`src/rtl/rbb_pkg.sv`:
```
package rbb_pkg;

    localparam int MAX_WIDTH  = 2048;
    localparam int COL_W      = $clog2(MAX_WIDTH);
    localparam int WEFF_W     = COL_W + 1;

    localparam int CH_W       = 8;
    localparam int NUM_CH     = 3;
    localparam int PIX_W      = CH_W * NUM_CH;

    localparam int FW_W       = 12;
    localparam int FH_W       = 16;
    localparam int ROW_W      = FH_W + 1;

    localparam int CFG_DATA_W = 16;
    localparam int CFG_IDX_W  = 1;

    localparam logic [CFG_IDX_W-1:0] REG_FRAME_WIDTH  = 1'b0;
    localparam logic [CFG_IDX_W-1:0] REG_FRAME_HEIGHT = 1'b1;

    localparam logic [FW_W-1:0] FW_RESET = 12'd640;
    localparam logic [FH_W-1:0] FH_RESET = 16'd480;

    localparam int COLSUM_W    = 10;
    localparam int SUM_W       = 12;
    localparam int DIV_W       = 4;
    localparam int RECIP_W     = 20;
    localparam int RECIP_SHIFT = 19;
    localparam int PROD_W      = SUM_W + RECIP_W;

    typedef struct packed {
        logic take;
        logic store;
        logic col;
        logic add;
        logic mul;
        logic load;
    } cmd_t;

    typedef struct packed {
        logic item_ok;
        logic emit;
        logic out_free;
    } status_t;

    // Zero acts as one, oversize clamps to the line store depth.
    function automatic logic [WEFF_W-1:0] eff_width(input logic [FW_W-1:0] fw);
        logic [WEFF_W-1:0] w;
        if (fw == '0)
            w = WEFF_W'(1);
        else if (int'(fw) > MAX_WIDTH)
            w = WEFF_W'(MAX_WIDTH);
        else
            w = WEFF_W'(fw);
        return w;
    endfunction

    // ceil(2^19 / d); exact truncated quotient for sums up to 9 * 255.
    function automatic logic [RECIP_W-1:0] div_recip(input logic [DIV_W-1:0] d);
        logic [RECIP_W-1:0] m;
        case (d)
            4'd1:    m = 20'd524288;
            4'd2:    m = 20'd262144;
            4'd3:    m = 20'd174763;
            4'd4:    m = 20'd131072;
            4'd6:    m = 20'd87382;
            4'd9:    m = 20'd58255;
            default: m = '0;
        endcase
        return m;
    endfunction

endpackage

```
`src/rtl/rbb_ctrl.sv`:
```
module rbb_ctrl (
    input  logic             clk,
    input  logic             rst_n,
    input  logic             s_tvalid,
    output logic             s_tready,
    input  rbb_pkg::status_t status,
    output rbb_pkg::cmd_t    cmd
);
    import rbb_pkg::*;

    localparam logic [2:0] ST_IDLE  = 3'd0;
    localparam logic [2:0] ST_STORE = 3'd1;
    localparam logic [2:0] ST_COL   = 3'd2;
    localparam logic [2:0] ST_ADD   = 3'd3;
    localparam logic [2:0] ST_MUL   = 3'd4;
    localparam logic [2:0] ST_OUT   = 3'd5;

    logic [2:0] state_reg;
    logic [2:0] state_next;

    assign s_tready = (state_reg == ST_IDLE);

    always_comb
    begin
        state_next = state_reg;
        cmd        = '0;
        case (state_reg)
            ST_IDLE:
            begin
                // drop beats that do not fit the frame phase
                if (s_tvalid && status.item_ok)
                begin
                    cmd.take   = 1'b1;
                    state_next = ST_STORE;
                end
            end
            ST_STORE:
            begin
                cmd.store  = 1'b1;
                state_next = status.emit ? ST_COL : ST_IDLE;
            end
            ST_COL:
            begin
                cmd.col    = 1'b1;
                state_next = ST_ADD;
            end
            ST_ADD:
            begin
                cmd.add    = 1'b1;
                state_next = ST_MUL;
            end
            ST_MUL:
            begin
                cmd.mul    = 1'b1;
                state_next = ST_OUT;
            end
            ST_OUT:
            begin
                // hold until the output slot frees up
                if (status.out_free)
                begin
                    cmd.load   = 1'b1;
                    state_next = ST_IDLE;
                end
            end
            default:
            begin
                state_next = ST_IDLE;
            end
        endcase
    end

    always_ff @(posedge clk or negedge rst_n)
    begin
        if (!rst_n)
            state_reg <= ST_IDLE;
        else
            state_reg <= state_next;
    end

endmodule

```
`config.mk`:
```
export PLATFORM = sky130hd
export DESIGN_NAME = rbb_ctrl
export DESIGN_NICKNAME = d
export VERILOG_FILES = /design/src/rtl/rbb_pkg.sv /design/src/rtl/rbb_ctrl.sv
export SDC_FILE = /design/constraint.sdc
export NUM_CORES = 1
export LEC_CHECK = 0
export BUFFER_PORTS_ARGS = -buffer_cell sky130_fd_sc_hd__buf_2
export CORE_AREA = 3 3 40 42
export CTS_BUF_LIST = sky130_fd_sc_hd__clkbuf_2
export CTS_CLUSTER_DIAMETER = 100
export DETAILED_ROUTE_END_ITERATION = 6
export DIE_AREA = 0 0 43 45
export SLEW_MARGIN = 20
export SYNTH_ARGS = -nofsm -noshare
export SYNTH_HDL_FRONTEND = slang
export SYNTH_SLANG_ARGS = --single-unit
```
`constraint.sdc`:
```
create_clock -name clk -period 1.5 [get_ports clk]
set_input_delay 0 -clock clk [delete_from_list [all_inputs] [get_ports clk]]
set_output_delay 0 -clock clk [all_outputs]
set_load 0.005 [all_outputs]
```
======== After elaboration in Yosys (flattened, before gate mapping) ========
Index checks and enable logic that the tools add are counted.
W data, S select, Z words.
word-level totals
  output and inout port bits .............. 7
  bits in registers ....................... 3
  word-level logic and storage cells ...... 23
  input port bits ......................... 6
operators by class
  reductions and logical operators ........ 3
  mux-type cells .......................... 12
  eq/ne operators ......................... 7
operator list
  operator              number
  $pmux W3 S6           1
  $mux W1               8
  $eq A3 B2 Y1 const B  2
  $eq A3 B3 Y1 const B  2
  $mux W3               2
  $eq A3 B1 Y1 const B  1
  $logic_not A3 Y1      1
  $mux W2               1
  $ne A2 B1 Y1 const B  1
  $ne A2 B2 Y1 const B  1
  $reduce_and A2 Y1     1
  $logic_and A1 B1 Y1   1

======== Longest topological paths before layout ========
Gate-level depths: netlist of the first run.
  depth after elaboration ................. 3
  mapped depth ............................ 3
  mapped depth without buffers ............ 2

======== Worst setup path before layout of the first run ========
Ideal clock, no wire load.
  path kind ............................... reg-to-reg
  start point ............................. register state_reg[1]
  end point ............................... register state_reg[0]
  data required time ...................... 1,366 ps
  library setup time ...................... 134 ps
  stages on the path, launching flop included .. 4
  slack ................................... 548 ps
  clock period less this slack ............ 952 ps
  data arrival time ....................... 818 ps
  buffers on the path ..................... 1
  cell sequence ........................... dfrtp_1 buf_2 a211oi_1 a221oi_2
on the way
  cells in the longest elaborated chain, start to end .. 3
  elaborated cells between the ends (all ways) .. 10
  classes of those cells .................. 7 x eq/ne; 1 x mux; 2 x reduce/logical
RTL lines
  what                                                           line            RTL
  start, declared                                                rbb_ctrl.sv:18  logic [2:0] state_reg;
  start signal, assigned                                         rbb_ctrl.sv:78  state_reg <= state_next;
  $eq A3 B3 Y1 or $logic_not A3 Y1 (tied branches)               rbb_ctrl.sv:27  case (state_reg)
  $ne A2 B2 Y1 (no source line) or $ne A2 B1 Y1 (tied branches)  -
  $reduce_and A2 Y1 (no source line)                             -
Several ways; a longest one is shown, not always the timed one.
A chain may end at the register's enable or synchronous reset.

==> run_results.csv, run 1 <==
group,metric,value,unit
global_route,grt_pass1_vias,188,
detailed_routing,wl_per_cell,10.2,um
placed_design,dp.cells,46,
synthesis,ys_types,16,
worst_setup_path,r2r_setup_slack,0.48,ns
clocking,cts_buffers,3,
worst_setup_path,worstPathCellList,"nor3_2 -> and3_1 -> buf_2",
worst_setup_path,cp_data_arrival_time,1.21,ns
timing,maxSlewViolCount,0,
synthesis,synth-seq-cells,3,
global_route,met3_usage,4.38,%
timing,tns,0,ns
timing,maxSlewHeadroom,73.8,%
worst_setup_path,cp.required,1.50,ns
synthesis,yosys.area.top_type_share,33.7,%
global_route,grt_use_met2,6.89,%
synthesis,synth_cells,22,
die,num_rows,13,
hold_path,hold_depth,3,
hold_path,hold_path.class,"in2reg",
synthesis,mappedNetlistArea,223,sq um
global_route,grt_use_met1,6.78,%
detailed_routing,vias,216,
global_route,grt-ovfl-total,0,
global_route,grt_max_degree,13,
global_route,grt_antenna_before_repair,0,
timing,finalHoldViolCount,0,
detailed_routing,first_pass_iters,2,
detailed_routing,detail-route-antenna-nets,0,
synthesis,yosys_warnings,0,
clocking,cts_setup_buffers,0,
final_layout,syn2layout_area_growth,39.3,%
timing,finalCriticalPeriod,1.21,ns
clocking,clock_sinks,3,
clocking,cts-resized-gates,0,
timing,worst_pin_slew,0.393,ns
synthesis,syn_nets,28,
global_route,grt_use_total,6.42,%
clocking,clk_path_buf_depth,2,
detailed_routing,drc_errors,0,
clocking,insertion_delay,0.21,ns
timing,clock.fmax,828,MHz
worst_setup_path,r2r-end,"state_reg[2]",
timing,finalSetupViolations,0,
worst_setup_path,reg2regPathDepth,2,
worst_setup_path,slowest_stage,"dfrtp_1",
placed_design,port_buffers,12,
power,p_total,0.510,mW
worst_setup_path,startpoint_type,"register",
detailed_routing,routed_via_density,4.24,
worst_setup_path,worstSetupPathType,"reg2out",
global_route,top_usage_layer,"met4",
clocking,cts_root_buf,"clkbuf_2",
final_layout,n_antenna_cell,0,
outcome,run_status,"complete, no violations",
die,die_h,45,um
final_layout,multiInputGateArea,126,sq um
power,irDropWorstVdd,470,uV
final_layout,largest_reg_flops,3,
die,initial_core_util,17.3,%
power,power.density,1640,nW/um^2
worst_setup_path,rr_startpoint,"state_reg[2]",
clocking,clk_pin_slew,0.04,ns
timing,rsz0062_at_grt,"false",
detailed_routing,routed_wl,521,um
die,ios,13,
synthesis,synth_area_leaders,"dfrtp_1, nor3b_1, a221oi_2, nand2b_1, o22ai_2",
final_layout,n_fill_cell,149,
synthesis,seq_area_frac_synth,33.7,%
final_layout,final_nets,43,
synthesis,syn_avg_cell_area,10.1,sq um
hold_path,hold-path-endpoint,"state_reg[1]",
die,die_x,43,um
worst_setup_path,critPathMaxFanout,11,
timing,finalCritPeriodShare,80.5,%
worst_setup_path,cp_slowest_stage_delay,0.50,ns
clocking,cts_tree,"built",
run,maxCapViolCount,0,
detailed_routing,drt_iter0_markers,1,
final_layout,seqCellArea,75.1,sq um
timing,clock_skew,0.00640,ns
hold_path,hp-start,"status[1]",
placed_design,gp_congestion,0.688,
die,core-area,1280,sq um
global_route,grt_pass1_wl,793,um
worst_setup_path,critPathCaptureType,"output port",
synthesis,yosys.area.top_type,"dfrtp_1",
power,leakagePower,0.159,nW
clocking,htree_levels,1,
die,die_area,1940,sq um
final_layout,fin_cells,51,
final_layout,final_layout_size_suffix_gt1_share,52.8,%
## metal layers
metal	wire, um	up-vias
li1	-	109
met1	235	92
met2	205	13
met3	61	2
met4	19	0
met5	0	-
## where the power goes
| part | switching, mW | leakage, nW | internal (mW) |
|---|---|---|---|
| Sequential | 0.0906 | 0.0388 | 0.111 |
| Combinational | 0.0701 | 0.104 | 0.124 |
| Clock | 0.0443 | 0.0166 | 0.0703 |
## per-stage QoR
stage	hold WS [ns]	instance area, sq um	utilization [%]	worst slack (ns)
after global routing	0.0767	310	24.1	0.216
after floorplan	-0.296	223	-	0.548
after global placement	-0.202	280	21.8	0.505
after CTS	0.0459	310	24.1	0.286
after detailed placement	-0.202	280	21.8	0.490
final	0.0624	310	24.1	0.292
## how the worst max path moves through the flow
stage | slack (ns) | startpoint | depth (start not counted) | to
2_1_floorplan | 0.55 | state_reg[1] | 3 | state_reg[0]
3_3_place_gp | 0.51 | state_reg[2] | 2 | state_reg[2]
3_5_place_dp | 0.49 | state_reg[2] | 2 | state_reg[2]
4_1_cts | 0.29 | state_reg[1] | 3 | cmd[5]
5_1_grt | 0.22 | state_reg[1] | 3 | cmd[5]
6_report | 0.29 | state_reg[1] | 3 | cmd[5]
## placed cells by master, fill, tap and decap left out
master / instances
buf_2: 12
clkbuf_2: 4
nor3b_1: 3
dfrtp_1: 3
nand2b_1: 2
nand2_1: 1
nor2_1: 1
nor3_2: 1
and4b_1: 1
and3_1: 1
a211oi_1: 1
a221oi_2: 1
nand3b_1: 1
a21oi_1: 1
a21bo_1: 1
o22ai_2: 1
dlygate4sd3_1: 1
## final cells by class
| cell class | count | area share (%) |
|---|---|---|
| sequential | 3 | 24.2 |
| clock buffer | 4 | 6.45 |
| tap | 15 | 6.05 |
| timing repair buffer | 13 | 22.6 |
| multi-input combinational | 16 | 40.7 |
## what timing repair did
| item | 4_1_cts | 5_1_grt |
|---|---|---|
| hold endpoints to repair | 3 | 0 |
| hold buffers | 1 | 0 |
| setup endpoints to repair | 0 | 0 |
## cells by family after synthesis
kind of cell | Yosys count | share of synthesized area (%)
DFF | 3 | 33.7
buffers and inverters | 3 | 9.55
AOI/OAI and AO/OA | 5 | 22.5
and+or+nand+nor | 11 | 34.3
## Yosys cell counts
master and count:
and4b_1 1, nor3b_1 3, a21bo_1 1, and3_1 1, a221oi_2 1, a21oi_1 1, nand2b_1 2, buf_2 2
nand2_1 1, nor3_2 1, o22ai_2 1, dfrtp_1 3, buf_6 1, nand3b_1 1, nor2_1 1, a211oi_1 1
## critical path: cells and delay by family, from the launching register on
| kind | cells | cell delay (ns) |
|---|---|---|
| flops | 1 | 0.50 |
| buf+inv | 1 | 0.10 |
| simple gates | 2 | 0.40 |
No activity file was read; power rests on OpenSTA's default activity.
==> run 2: changes to the inputs <==
==> constraint.sdc (replaced) <==
create_clock -name clk -period 1.03 [get_ports clk]
set_input_delay 0 -clock clk [delete_from_list [all_inputs] [get_ports clk]]
set_output_delay 0 -clock clk [all_outputs]
set_load 0.005 [all_outputs]
==> run 2 against run 1 <==
  * The run now ends with setup timing left
  * Cell count grew 20%
  * Clock power is 44% higher
  * Utilization is 9.3 points higher
  * Largest power group is now combinational cells
==> run_results.csv, run 2 (synthesis results as in run 1) <==
group,metric,value,unit
worst_setup_path,rr_startpoint,"state_reg[1]",
timing,clock_skew,0.00207,ns
worst_setup_path,cp.depth,3,
worst_setup_path,critPathMaxFanout,4,
die,die_x,43,um
timing,finalCriticalPeriod,1.12,ns
clocking,cts_buffers,3,
run,maxCapViolCount,0,
final_layout,syn2layout_area_growth,92.7,%
timing,rsz0062_at_grt,"true",
worst_setup_path,cp-startpoint,"state_reg[1]",
hold_path,hp-start,"status[1]",
final_layout,final_cell_mix,"buf_2, buf_4, clkbuf_2, buf_6, dfrtp_2",
final_layout,n_antenna_cell,0,
placed_design,dp.cells,49,
final_layout,n_fill_cell,136,
placed_design,place_area,303,sq um
worst_setup_path,cp_data_arrival_time,1.12,ns
power,power.density,2470,nW/um^2
final_layout,largest_reg_flops,3,
outcome,run_status,"finished with violations",
die,die_h,45,um
global_route,grt_pass1_vias,268,
hold_path,hold_depth,3,
timing,finalHoldViolCount,0,
die,initial_core_util,17.3,%
final_layout,fin_area,429,sq um
clocking,htree_levels,1,
placed_design,gp_congestion,0.697,
die,ios,13,
timing,finalSetupViolations,6,
detailed_routing,vias,269,
clocking,clk_path_buf_depth,2,
detailed_routing,detail-route-antenna-nets,0,
detailed_routing,first_pass_iters,3,
die,core-area,1280,sq um
worst_setup_path,reg2regPathDepth,3,
worst_setup_path,startpoint_type,"register",
worst_setup_path,crit_family,"flip-flops",
global_route,grt_max_degree,11,
placed_design,dp_slack,0.0656,ns
power,irDropWorstVdd,876,uV
timing,setup_slack,-0.0925,ns
worst_setup_path,r2r-end,"state_reg[0]",
clocking,insertion_delay,0.20,ns
global_route,grt_use_total,8.51,%
hold_path,hold-path-endpoint,"state_reg[1]",
worst_setup_path,worstSetupPathType,"reg2out",
worst_setup_path,cp_num_buf_inv,2,
worst_setup_path,slowest_stage,"dfrtp_2",
timing,finalCritPeriodShare,109,%
final_layout,final_layout_size_suffix_gt1_share,76.1,%
final_layout,final_common_cell,"buf_2",
clocking,clock_sinks,3,
worst_setup_path,cp.required,1.03,ns
worst_setup_path,critPathCaptureType,"output port",
clocking,cts_tree,"built",
die,die_area,1940,sq um
worst_setup_path,cp_slowest_stage_delay,0.43,ns
timing,clock.fmax,891,MHz
global_route,grt_pass1_wl,1.08,mm
placed_design,dpl.hpwl,422,um
clocking,cts_root_buf,"clkbuf_2",
timing,maxSlewHeadroom,86.6,%
power,leakagePower,0.217,nW
timing,worst_pin_slew,0.200,ns
detailed_routing,drt_iter0_markers,3,
die,num_rows,13,
detailed_routing,routed_wl,673,um
placed_design,port_buffers,12,
detailed_routing,drc_errors,0,
timing,maxSlewViolCount,0,
outcome,violations,"setup timing",
clocking,clk_pin_slew,0.04,ns
global_route,grt-ovfl-total,0,
detailed_routing,wl_per_cell,11.0,um
detailed_routing,routed_via_density,4.41,
worst_setup_path,worstPathCellList,"buf_6 -> and4b_1 -> buf_2",
hold_path,hold_path.class,"in2reg",
final_layout,final_nets,53,
global_route,grt_antenna_before_repair,0,
worst_setup_path,r2r_setup_slack,0.01,ns
final_layout,fin_cells,61,
==> run 2: worst max path at each step <==
stage	to	slack [ns]
3_5_place_dp	state_reg[2]	0.07
6_report	cmd[0]	-0.09
4_1_cts	cmd[4]	-0.1
5_1_grt	cmd[5]	-0.15
3_3_place_gp	state_reg[0]	0.09
2_1_floorplan	state_reg[0]	0.08
==> run 2: tightest hold or removal path: stages <==
cell and delay, ns:
buf_2 0.09, nand3b_1 0.07, a21oi_1 0.06
==> run 2: report_power, final <==
group          internal, mW  total [mW]  switching (mW)
combinational         0.411       0.645           0.234
sequential            0.171       0.248          0.0771
clock                 0.102       0.166          0.0636
==> run 2: area by class of cell <==
| type | count | area, sq um | area share (%) |
|---|---|---|---|
| clock buffers | 4 | 20.0 | 4.66 |
| flip-flops and latches | 3 | 78.8 | 18.4 |
| well taps | 15 | 18.8 | 4.37 |
| repair buffers | 23 | 173 | 40.2 |
| multi-input cells | 16 | 139 | 32.4 |
==> run 2: through the flow <==
step	power (mW)	utilization [%]	hold slack, ns	setup TNS (ns)
3_3_place_gp	0.626	23.6	-0.203	0
3_5_place_dp	0.634	23.6	-0.203	0
2_1_floorplan	0.498	-	-0.296	0
4_1_cts	0.930	29.3	0.0499	-0.498
5_1_grt	1.13	33.4	0.0743	-0.714
6_report	1.06	33.4	0.0536	-0.314
==> run 2: repair_timing <==
action / CTS / global route
cloned: 0 / 0
setup buffers: 5 / 2
gates resized for setup: 3 / 7
endpoints found under the setup margin: 7 / 8
hold buffers: 1 / 0
pin swaps: 0 / 4
hold endpoints to repair: 3 / 0
==> run 2: per-layer routing <==
layer,wire (um),global-route usage (%),vias up
met2,356,13.2,9
met3,48,2.79,2
met5,0,0,-
li1,-,-,130
met4,19,12.7,0
met1,248,7.28,128
